==> config.mk <==
export PLATFORM = sky130hd
export DESIGN_NAME = char_lcd_write_sequencer_top
export DESIGN_NICKNAME = d
export VERILOG_FILES = /design/src/hw/rtl/clws_pkg.sv /design/src/hw/rtl/clws_write_seq.sv /design/src/hw/rtl/char_lcd_write_sequencer_top.sv
export SDC_FILE = /design/constraint.sdc
export NUM_CORES = 1
export LEC_CHECK = 0
export ABC_AREA = 0
export BUFFER_PORTS_ARGS = -buffer_cell sky130_fd_sc_hd__buf_2
export CORE_ASPECT_RATIO = 1.4
export CORE_MARGIN = 8
export CORE_UTILIZATION = 45
export CTS_BUF_LIST = sky130_fd_sc_hd__clkbuf_8 sky130_fd_sc_hd__clkbuf_16
export DETAILED_ROUTE_END_ITERATION = 16
export MAX_ROUTING_LAYER = met4
export PLACE_DENSITY = 0.66
export SLEW_MARGIN = 15
export SYNTH_ARGS = -nofsm -noshare
export SYNTH_HDL_FRONTEND = slang
export SYNTH_SLANG_ARGS = --single-unit
==> constraint.sdc <==
create_clock -name clk -period 15.3 [get_ports clk]
set_clock_uncertainty 0.2 [all_clocks]
set_input_delay 0.765 -clock clk [delete_from_list [all_inputs] [get_ports clk]]
set_output_delay 0.765 -clock clk [all_outputs]
set_load 0.005 [all_outputs]
==> src/hw/rtl/clws_pkg.sv <==
// Shared types, command codes and helper functions for the character LCD write sequencer.
// Used by clws_write_seq and char_lcd_write_sequencer_top; depends on nothing else.
package clws_pkg;

  typedef enum logic [2:0] {
    CMD_INSTR = 3'd0,
    CMD_CHAR  = 3'd1,
    CMD_BYTE  = 3'd2,
    CMD_WORD  = 3'd3,
    CMD_MOVE  = 3'd4,
    CMD_CLEAR = 3'd5,
    CMD_HOME  = 3'd6,
    CMD_INIT  = 3'd7
  } cmd_t;

  localparam int unsigned NUM_DIGITS = 5;
  localparam int unsigned MAX_WRITES = 5;

  localparam logic [13:0] W_10000 = 14'd10000;
  localparam logic [13:0] W_1000  = 14'd1000;
  localparam logic [13:0] W_100   = 14'd100;
  localparam logic [13:0] W_10    = 14'd10;

  localparam logic [7:0]  ASCII_ZERO   = 8'd48;
  localparam logic [7:0]  DISP_CLEAR   = 8'h01;
  localparam logic [7:0]  RETURN_HOME  = 8'h02;
  localparam logic [7:0]  LCD_FUNC_SET = 8'h38;
  localparam logic [7:0]  LCD_DISP_ON  = 8'h0c;
  localparam logic [7:0]  LCD_ENTRY    = 8'h06;

  localparam logic [1:0]  EN_FAST   = 2'd1;
  localparam logic [1:0]  EN_SLOW   = 2'd2;
  localparam logic [10:0] WAIT_FAST = 11'd40;
  localparam logic [10:0] WAIT_SLOW = 11'd2000;

  // One bus write before its timing fields are expanded.
  typedef struct packed {
    logic       rs;
    logic [7:0] data;
    logic       slow;
  } write_t;

  // All writes of one command plus how many of them are used.
  typedef struct packed {
    logic [2:0]   cnt;
    write_t [4:0] w;
  } burst_t;

  // One pipeline stage of the digit extraction.
  typedef struct packed {
    cmd_t         cmd;
    logic [7:0]   lowb;
    logic [5:0]   col;
    logic         row;
    logic [15:0]  rem;
    logic [4:0][3:0] dig;
  } stage_t;

  typedef struct packed {
    logic [3:0]  digit;
    logic [15:0] rem;
  } digit_t;

  // One decimal digit by parallel compares against the multiples of a constant weight.
  function automatic digit_t digit_step(logic [15:0] rem, logic [13:0] weight);
    digit_t      r;
    logic [17:0] prod;
    r.digit = 4'd0;
    for (int k = 1; k <= 9; k++) begin
      prod = 18'(k) * {4'b0, weight};
      if ({2'b0, rem} >= prod) begin
        r.digit = 4'(k);
      end
    end
    r.rem = 16'({2'b0, rem} - 18'({14'b0, r.digit} * {4'b0, weight}));
    return r;
  endfunction

  function automatic write_t mk_write(logic rs, logic [7:0] data, logic slow);
    write_t w;
    w.rs   = rs;
    w.data = data;
    w.slow = slow;
    return w;
  endfunction

  function automatic logic [7:0] ascii_digit(logic [3:0] d);
    return ASCII_ZERO + {4'b0, d};
  endfunction

  // Turns a fully decoded stage into its list of bus writes.
  function automatic burst_t build_burst(stage_t s);
    burst_t b;
    b.cnt = 3'd1;
    b.w   = '0;
    unique case (s.cmd)
      CMD_INSTR: b.w[0] = mk_write(1'b0, s.lowb, 1'b0);
      CMD_CHAR:  b.w[0] = mk_write(1'b1, s.lowb, 1'b0);
      CMD_BYTE: begin
        b.cnt = 3'd3;
        for (int i = 0; i < 3; i++) begin
          b.w[i] = mk_write(1'b1, ascii_digit(s.dig[2 - i]), 1'b0);
        end
      end
      CMD_WORD: begin
        b.cnt = 3'd5;
        for (int i = 0; i < 5; i++) begin
          b.w[i] = mk_write(1'b1, ascii_digit(s.dig[4 - i]), 1'b0);
        end
      end
      CMD_MOVE:  b.w[0] = mk_write(1'b0, {1'b1, s.row, s.col}, 1'b0);
      CMD_CLEAR: b.w[0] = mk_write(1'b0, DISP_CLEAR, 1'b1);
      CMD_HOME:  b.w[0] = mk_write(1'b0, RETURN_HOME, 1'b1);
      CMD_INIT: begin
        b.cnt  = 3'd4;
        b.w[0] = mk_write(1'b0, LCD_FUNC_SET, 1'b0);
        b.w[1] = mk_write(1'b0, LCD_DISP_ON, 1'b0);
        b.w[2] = mk_write(1'b0, LCD_ENTRY, 1'b0);
        b.w[3] = mk_write(1'b0, DISP_CLEAR, 1'b1);
      end
    endcase
    return b;
  endfunction

endpackage

==> src/hw/rtl/clws_write_seq.sv <==
// Write sequencer: holds one command's writes and issues them one per cycle, while the
// master stream takes them, into an output register that feeds it. Depends on clws_pkg.
module clws_write_seq
  import clws_pkg::*;
(
  input  logic         clk,
  input  logic         rst,
  input  logic         in_valid,
  input  burst_t       in_burst,
  output logic         in_ready,
  output logic         m_tvalid,
  input  logic         m_tready,
  output logic [23:0]  m_tdata,   // bus_byte[7:0], enable_us[9:8], wait_us[20:10], zeros
  output logic         m_tuser,   // register_select
  output logic         m_tlast
);

  burst_t     burst;
  logic       busy;
  logic [2:0] idx;
  logic       emit;
  logic       is_last;
  write_t     cur;

  logic       out_rs;
  logic [7:0] out_data;
  logic       out_slow;
  logic       out_last;

  assign cur      = burst.w[idx];
  assign is_last  = (idx == (burst.cnt - 3'd1));
  assign emit     = busy && (!m_tvalid || m_tready);
  assign in_ready = !busy || (emit && is_last);

  // A new command is taken only when idle or on the last write of the current one.
  always_ff @(posedge clk) begin
    if (rst) begin
      busy <= 1'b0;
      idx  <= '0;
    end else if (in_valid && in_ready) begin
      busy <= 1'b1;
      idx  <= '0;
    end else if (emit) begin
      if (is_last) begin
        busy <= 1'b0;
      end else begin
        idx <= idx + 3'd1;
      end
    end
  end

  always_ff @(posedge clk) begin
    if (in_valid && in_ready) begin
      burst <= in_burst;
    end
  end

  always_ff @(posedge clk) begin
    if (rst) begin
      m_tvalid <= 1'b0;
    end else if (emit) begin
      m_tvalid <= 1'b1;
    end else if (m_tready) begin
      m_tvalid <= 1'b0;
    end
  end

  always_ff @(posedge clk) begin
    if (emit) begin
      out_rs   <= cur.rs;
      out_data <= cur.data;
      out_slow <= cur.slow;
      out_last <= is_last;
    end
  end

  assign m_tdata = {3'b0, out_slow ? WAIT_SLOW : WAIT_FAST,
                    out_slow ? EN_SLOW : EN_FAST, out_data};
  assign m_tuser = out_rs;
  assign m_tlast = out_last;

endmodule

==> src/hw/rtl/char_lcd_write_sequencer_top.sv <==
// Top level of the character LCD write sequencer: input register, four digit stages and
// the write sequencer. Depends on clws_pkg and clws_write_seq.
//
// Usage: each transfer on the slave stream is one command (tuser) with its value, column
// and row (tdata). The block answers with the bus writes the command causes on the master
// stream, one write per transfer: register select in tuser, the data byte, the enable pulse
// length and the post-write wait in tdata, and tlast on the final write of the command.
// The first write of a command reaches the master side through the input register, four
// digit stages and the sequencer's output register.
// Throughput: the master side carries one write per cycle while the receiver keeps tready
// high; a command has one write for instruction, character, move, clear and home, three
// for a byte in decimal, four for init, five for a word in decimal. The write sequencer
// sets that rate; the pipeline ahead of it accepts a new command every cycle while it
// has room.
// Reset clears every valid bit, so the pipeline and the output come up empty.
// When the receiver stalls, the output register holds its write, the sequencer and then
// the pipeline stages fill up behind it, and tready on the slave side drops once the input
// register is full. Nothing is lost or repeated.
module char_lcd_write_sequencer_top
  import clws_pkg::*;
(
  input  logic        clk,
  input  logic        rst,
  input  logic        s_tvalid,
  output logic        s_tready,
  input  logic [23:0] s_tdata,   // value[15:0], column[21:16], row[22], zero[23]
  input  logic [2:0]  s_tuser,   // command
  output logic        m_tvalid,
  input  logic        m_tready,
  output logic [23:0] m_tdata,   // bus_byte[7:0], enable_us[9:8], wait_us[20:10], zeros
  output logic        m_tuser,   // register_select
  output logic        m_tlast
);

  // Stage 0 is the input register; stages 1 to 4 extract the ten-thousands, thousands,
  // hundreds and then tens plus units digits. A byte command enters with only its low
  // byte as the number, so its upper digits come out zero.
  stage_t     stg [NUM_DIGITS];
  stage_t     stg_next [NUM_DIGITS];
  logic [4:0] vld;
  logic [4:0] rdy;
  logic       seq_ready;
  burst_t     burst;
  digit_t     d1;
  digit_t     d2;
  digit_t     d3;
  digit_t     d4;

  // A stage can take new contents when it is empty or its contents move on.
  always_comb begin
    rdy[4] = !vld[4] || seq_ready;
    for (int i = 3; i >= 0; i--) begin
      rdy[i] = !vld[i] || rdy[i + 1];
    end
  end

  assign s_tready = rdy[0];

  always_comb begin
    stg_next[0].cmd  = cmd_t'(s_tuser);
    stg_next[0].lowb = s_tdata[7:0];
    stg_next[0].col  = s_tdata[21:16];
    stg_next[0].row  = s_tdata[22];
    stg_next[0].rem  = (cmd_t'(s_tuser) == CMD_BYTE) ? {8'b0, s_tdata[7:0]} : s_tdata[15:0];
    stg_next[0].dig  = '0;

    d1 = digit_step(stg[0].rem, W_10000);
    stg_next[1]        = stg[0];
    stg_next[1].dig[4] = d1.digit;
    stg_next[1].rem    = d1.rem;

    d2 = digit_step(stg[1].rem, W_1000);
    stg_next[2]        = stg[1];
    stg_next[2].dig[3] = d2.digit;
    stg_next[2].rem    = d2.rem;

    d3 = digit_step(stg[2].rem, W_100);
    stg_next[3]        = stg[2];
    stg_next[3].dig[2] = d3.digit;
    stg_next[3].rem    = d3.rem;

    // The remainder after the tens is below ten and is the units digit itself.
    d4 = digit_step(stg[3].rem, W_10);
    stg_next[4]        = stg[3];
    stg_next[4].dig[1] = d4.digit;
    stg_next[4].dig[0] = d4.rem[3:0];
    stg_next[4].rem    = d4.rem;
  end

  always_ff @(posedge clk) begin
    if (rst) begin
      vld <= '0;
    end else begin
      if (rdy[0]) begin
        vld[0] <= s_tvalid;
      end
      for (int i = 1; i < NUM_DIGITS; i++) begin
        if (rdy[i]) begin
          vld[i] <= vld[i - 1];
        end
      end
    end
  end

  always_ff @(posedge clk) begin
    for (int i = 0; i < NUM_DIGITS; i++) begin
      if (rdy[i]) begin
        stg[i] <= stg_next[i];
      end
    end
  end

  assign burst = build_burst(stg[4]);

  clws_write_seq u_seq (
    .clk      (clk),
    .rst      (rst),
    .in_valid (vld[4]),
    .in_burst (burst),
    .in_ready (seq_ready),
    .m_tvalid (m_tvalid),
    .m_tready (m_tready),
    .m_tdata  (m_tdata),
    .m_tuser  (m_tuser),
    .m_tlast  (m_tlast)
  );

  // A command waiting at the end of the pipeline keeps its contents until the sequencer
  // takes it.
  a_stall_holds: assert property (@(posedge clk) disable iff (rst)
    (vld[4] && !seq_ready) |=> (vld[4] && $stable(stg[4])))
    else $error("last pipeline stage changed while stalled");

  // A byte command has no ten-thousands or thousands digit.
  a_byte_upper_zero: assert property (@(posedge clk) disable iff (rst)
    (vld[4] && stg[4].cmd == CMD_BYTE) |-> (stg[4].dig[4] == 4'd0 && stg[4].dig[3] == 4'd0))
    else $error("byte command produced an upper digit");

  // Every extracted digit is a decimal digit.
  a_digits_decimal: assert property (@(posedge clk) disable iff (rst)
    vld[4] |-> (stg[4].dig[4] <= 4'd9 && stg[4].dig[3] <= 4'd9 && stg[4].dig[2] <= 4'd9 &&
                stg[4].dig[1] <= 4'd9 && stg[4].dig[0] <= 4'd9))
    else $error("digit out of range");

  // Slow timing always pairs the long wait with the long enable pulse.
  a_timing_pair: assert property (@(posedge clk) disable iff (rst)
    m_tvalid |-> ((m_tdata[20:10] == WAIT_SLOW) == (m_tdata[9:8] == EN_SLOW)))
    else $error("enable and wait timing disagree");

endmodule

Word level (Yosys, flattened, before mapping):

Memory sizes are Yosys's and may differ from the RTL's.
Index checks and enable logic that the tools add are counted.

* flip-flop bits (word level): 74
* RAM bits: 270
* bits of input ports: 31
* output and inout bits: 28
* word-level logic and storage cells: 170
* memories kept: 1

* add/sub/neg operators: 11
* $mul: 4
* magnitude comparators: 34
* equal/unequal tests: 9
* muxes and demuxes: 58
* bitwise logic cells: 1
* reductions and logical operators: 24

Memory list
* stg: depth 5, width 54, rd ports 5, clocked after Yosys merged registers in 0, write ports 5, RTL line char_lcd_write_sequencer_top.sv:38 `stage_t stg [NUM_DIGITS];`

Operators with widths (number)
* 4-bit two-way mux: 29
* 16-bit by 10-bit greater-or-equal comparator with 1-bit output (second input constant): 5
* 10-bit one-hot mux with 8 select lines: 1
* 16-bit by 13-bit greater-or-equal comparator with 1-bit output (second input constant): 4
* 16-bit by 7-bit greater-or-equal comparator with 1-bit output (second input constant): 4
* 20-bit one-hot mux with 3 select lines: 1
* 16-bit greater-or-equal comparator (second input constant): 3
* 16-bit by 6-bit greater-or-equal comparator with 1-bit output (second input constant): 3
* 16-bit by 9-bit greater-or-equal comparator with 1-bit output (second input constant): 3
* 6-bit by 4-bit adder with 7-bit output (first input constant): 5
* 16-bit by 12-bit greater-or-equal comparator with 1-bit output (second input constant): 2
* 16-bit by 14-bit greater-or-equal comparator with 1-bit output (second input constant): 2
* 16-bit by 15-bit greater-or-equal comparator with 1-bit output (second input constant): 2
* 16-bit by 5-bit greater-or-equal comparator with 1-bit output (second input constant): 2
* 10-bit binary-select mux with 3-bit select: 1
* 10-bit two-way mux: 2
* 10-bit one-hot mux with 2 select lines: 1
* 1-bit two-way mux: 19
* 16-bit by 11-bit greater-or-equal comparator with 1-bit output (second input constant): 1
* 16-bit by 4-bit greater-or-equal comparator with 1-bit output (second input constant): 1
* 16-bit by 8-bit greater-or-equal comparator with 1-bit output (second input constant): 1
* 16-bit two-way mux: 1
* 16-bit by 11-bit subtractor with 16-bit output: 1
* 16-bit by 14-bit subtractor with 16-bit output: 1
* other kinds (24): 46

Logic depth before layout (Yosys ltp):

An unclocked memory read counts as a cell.

* word-level depth: 13
* mapped depth: 23
* depth with buffers taken out: 22

Hierarchy:

A second synthesis with hierarchy kept.

* cells, all modules: 908
* area total of the unflattened synthesis: 12049.1 µm²

By module, submodules not included
* char_lcd_write_sequencer_top: times used 1, cells an instance 747, area an instance 9292.7 µm², sequential area each 5385.2 µm²
* clws_write_seq: times used 1, cells an instance 161, area an instance 2756.4 µm², sequential area each 2021.9 µm²

Worst setup path after synthesis:

OpenSTA, ideal clock, no wires.

* kind: register -> register
* start: memory stg[0][89] (netlist bit)
* end: memory stg[0][143] (netlist bit), data pin
* setup time: 0.268 ns
* data arrival time: 4.676 ns
* required time: 14.832 ns
* setup slack: 10.156 ns
* cell stages (with the launch flop): 21
* buffers on the path: 0
* clock period less this slack: 5.144 ns
* cell sequence: edfxtp_1 -> nor4_1 -> o211a_1 -> o211ai_1 -> nand2_1 -> inv_1 -> fa_1 -> inv_1 -> fa_1 -> inv_1 -> ha_1 -> a21oi_1 -> o21bai_1 -> a21oi_1 -> xor2_1 -> ha_1 -> a21oi_1 -> o21ai_0 -> a31o_2 -> a211oi_1 -> xor2_1

RTL lines (RTL line)
* from (decl): char_lcd_write_sequencer_top.sv:38

==> flow_summary.yaml <==
route:
  count_of_tritonroute_iterations_in_the_first_routing_pass: 4
  detail_route.iter0.violations: 293
  drc_errors: 0
  routed-via-count: 6594
  avgRoutedWirePerCell_microns: 14.2
  ant_nets: 0
  route.final.wire_length_mm: 18.1
  viasPerCell: 5.19
sta:
  timing.fmax_mhz: 171
  layout_min_cycle_time_ps: 5860
  post-route-period-util: 0.383
  fin_tns_setup_ps: 0
  worst-slew-pin-transition_ps: 977
  drv_slew: 0
  hold_viol_final: 0
  timing.final.setup_violations: 0
  timing.max_slew.rel_slack: 0.345
  rsz0062_at_grt: "no"
power:
  p_per_area_nw_per_um2: 206
  power.static_leakage_nw: 4.91
  power.ir.vdd_worst_uv: 179
global_route:
  grt_start_max_net_pins: 44
  grt_pass1_vias: 6660
  number_of_antenna_violations_at_the_first_check_in_global_routing: 0
  globalRouteTotalUtil: 0.125
  globalRouteMet2Util: 0.233
  grt.met1_usage: 0.123
  use_met3: 0.0197
  global_route_wire_length_before_repair_mm: 30.7
  grt_most_used_layer: "met2"
  globalRoute.totalOverflow: 0
worst_hold_path:
  hold_path_startpoint: "stg[0][151]$_DFFE_PP_"
  worst_hold_path_type: "flop to flop"
  min_to: "stg[0][205]$_DFFE_PP_"
  hold_depth: 0
setup_path:
  critical_path_required_ps: 15350
  ff2ff_setup_slack_ps: 9440
  path_cells: "nor3_1 > o31a_1 > and2_1 > inv_1 > fa_1 > inv_1 > fa_1 > inv_1 > ha_1 > a21oi_1 > o21bai_1 > a21oi_1 > xor2_1 > ha_1 > a21oi_1 > o211ai_1 > a31o_2 > a211oi_1 > xor2_1"
  cp-start-kind: "flop"
  crit_slowest_cell: "fa_1"
  crit-reg2reg-launch: "stg[0][89]$_DFFE_PP_"
  timing_worst_setup_path_type: "flop to flop"
  cp_max_fo: 7
  worst_path_largest_cell_delay_ps: 560
  r2r_end: "stg[0][143]$_DFFE_PP_"
  kind_of_end_point_of_the_critical_path: "flop"
  crit_arrival_ps: 5910
  reg2regPathDepth: 19
yosys:
  yosys.area.top_type_share: 0.586
  synth_area_per_cell_sq_um: 12.7
  synth_async_sr_flop_share: 0
  post_synth_num_cell_types: 74
  yosysMostFrequentCell: "edfxtp_1"
  synth.yosys.seq_area_share: 0.604
  synth_area_leader_cell: "edfxtp_1"
  synth-main-ff-cell: "edfxtp_1"
  register_bit_count_reported_by_yosys: 230
  synth-edff-count: 220
  netlist_instances: 885
  synth.cell_area_sq_um: 11300
  synth-warning-count: 0
  synth_top_cells_by_area: "edfxtp_1 59%, ha_1 7.1%, fa_1 2.5%, inv_1 2.5%, nor2_1 2.2%"
  synth_top_cells_by_count: "220 x edfxtp_1, 74 x inv_1, 65 x nor2_1, 64 x ha_1, 46 x a21oi_1"
clock_network:
  cts-buffers-inserted: 24
  cts_tree: "done"
  htree_num_levels: 1
  cts.path.max_buffers: 3
  clockRootBuffer: "clkbuf_16"
  cts_hold_buf: 0
  clk_pin_slew_ps: 70
  clk-insertion-delay-late_ps: 530
  number_of_setup_buffers_added_after_cts: 0
  cts-resized-gates: 0
  clock-sinks: 230
run_status:
  run_status: "finished, final reports clean"
run:
  maxCapViolations: 0
cells_and_area:
  drive_gt1_frac: 0.121
  nets: 1046
  finish.utilization: 0.511
  syn_to_final_growth_pct: 12.0
  n_antenna_cell: 0
floorplanning:
  placeableCoreArea_sq_um: 24700
  floorplan.die.height_microns: 203
  start_util: 0.457
  row_count: 68
  pin_count: 59
  die_width_microns: 150
  die-area_sq_um: 30400
placement:
  routabilityCongestion: 0.874
  hpwl_mm: 13.6
  port-buffer-count: 51
-- metal layers --
metal  up-vias  part of all wire  routed length (microns)
met5         -                 0                        0
met4         0             0.043                      768
met3        55             0.042                      754
met2       132              0.54                     9730
met1      3082              0.38                     6800
li1       3325                 -                        -
-- per-stage QoR --
stage / worst slack [ps] / hold slack, ps / power, mW / cell area, sq um / std cells
final: 9440 / 195 / 2.60 / 12600 / 1270
after global routing: 9030 / 175 / 2.82 / 12600 / 1270
after CTS: 9410 / 179 / 2.63 / 12600 / 1270
after detailed placement: 9450 / 205 / 2.03 / 11800 / 1226
after global placement: 9480 / 203 / 2.02 / 11800 / 1226
after floorplan: 10160 / 200 / 1.84 / 11300 / 890
-- critical path, delay by kind of cell, from the launching register on --
| kind | cells | cell delay [ps] |
|---|---|---|
| AOI/OAI and AO/OA | 8 | 1940 |
| adders and majority gates | 4 | 1700 |
| and+or+nand+nor | 2 | 720 |
| DFF | 1 | 510 |
| xor gates and xnor gates | 2 | 270 |
| buffers and inverters | 3 | 250 |
-- state kept, by name, indices dropped and copies added, names as in the netlist, 3 cells and up --
signal,count
u_seq.out_data,8
stg,176
vld,5
u_seq.idx,3
u_seq.burst,33
-- worst max-delay path by stage --
| stage | start | end | slack [ps] |
|---|---|---|---|
| final | stg[0][89]$_DFFE_PP_ | stg[0][143]$_DFFE_PP_ | 9440 |
| after global routing | stg[0][89]$_DFFE_PP_ | stg[0][143]$_DFFE_PP_ | 9030 |
| after CTS | stg[0][89]$_DFFE_PP_ | stg[0][143]$_DFFE_PP_ | 9410 |
| after detailed placement | stg[0][89]$_DFFE_PP_ | stg[0][143]$_DFFE_PP_ | 9450 |
| after global placement | stg[0][89]$_DFFE_PP_ | stg[0][143]$_DFFE_PP_ | 9480 |
| after floorplan | stg[0][89]$_DFFE_PP_ | stg[0][143]$_DFFE_PP_ | 10160 |
-- logic make-up after synthesis --
family / count (synthesis) / share of synthesized area
AO/OA/AOI/OAI: 179 / 0.104
other: 1 / 0.000333
adder cells (fa/ha/maj): 78 / 0.0960
AND/OR/NAND/NOR: 227 / 0.0996
flip-flops: 230 / 0.604
XOR/XNOR: 48 / 0.0373
multiplexers: 12 / 0.0164
buffers and inverters: 110 / 0.0421
-- report_power, final --
part           internal [mW]  total, mW  leakage, nW  switching, mW
Sequential             0.854      0.942         2.35         0.0883
Combinational          0.497       1.08         2.16          0.580
Clock                  0.344      0.584        0.404          0.241
-- placed cells by master (no fill, tap or decap), drive strengths merged, types with 4 or more instances in the layout --
cell type    n
xnor2       26
nor2        65
a31oi        9
o21a        11
and2        14
o21ai       41
dfxtp       10
mux4         5
ha          64
nand2       44
conb         6
inv         77
mux2i        5
o211ai      16
a22o         4
nand4        5
nor2b       20
nand2b      11
nor4         8
a21o         7
xor2        22
fa          14
o21bai       6
nor3        15
nand3       31
clkbuf      24
edfxtp     220
buf         57
clkinv      11
a21oi       46
-- layout make-up --
class                      count  area (sq um)
clock buffer                  24           601
clock inverter                20           228
fill                        2107         12100
inverter                      74           278
multi-input combinational    550          4010
sequential                   230          6810
tap                          315           394
timing repair buffer          57           300
Power figures use the tool's default switching activity.
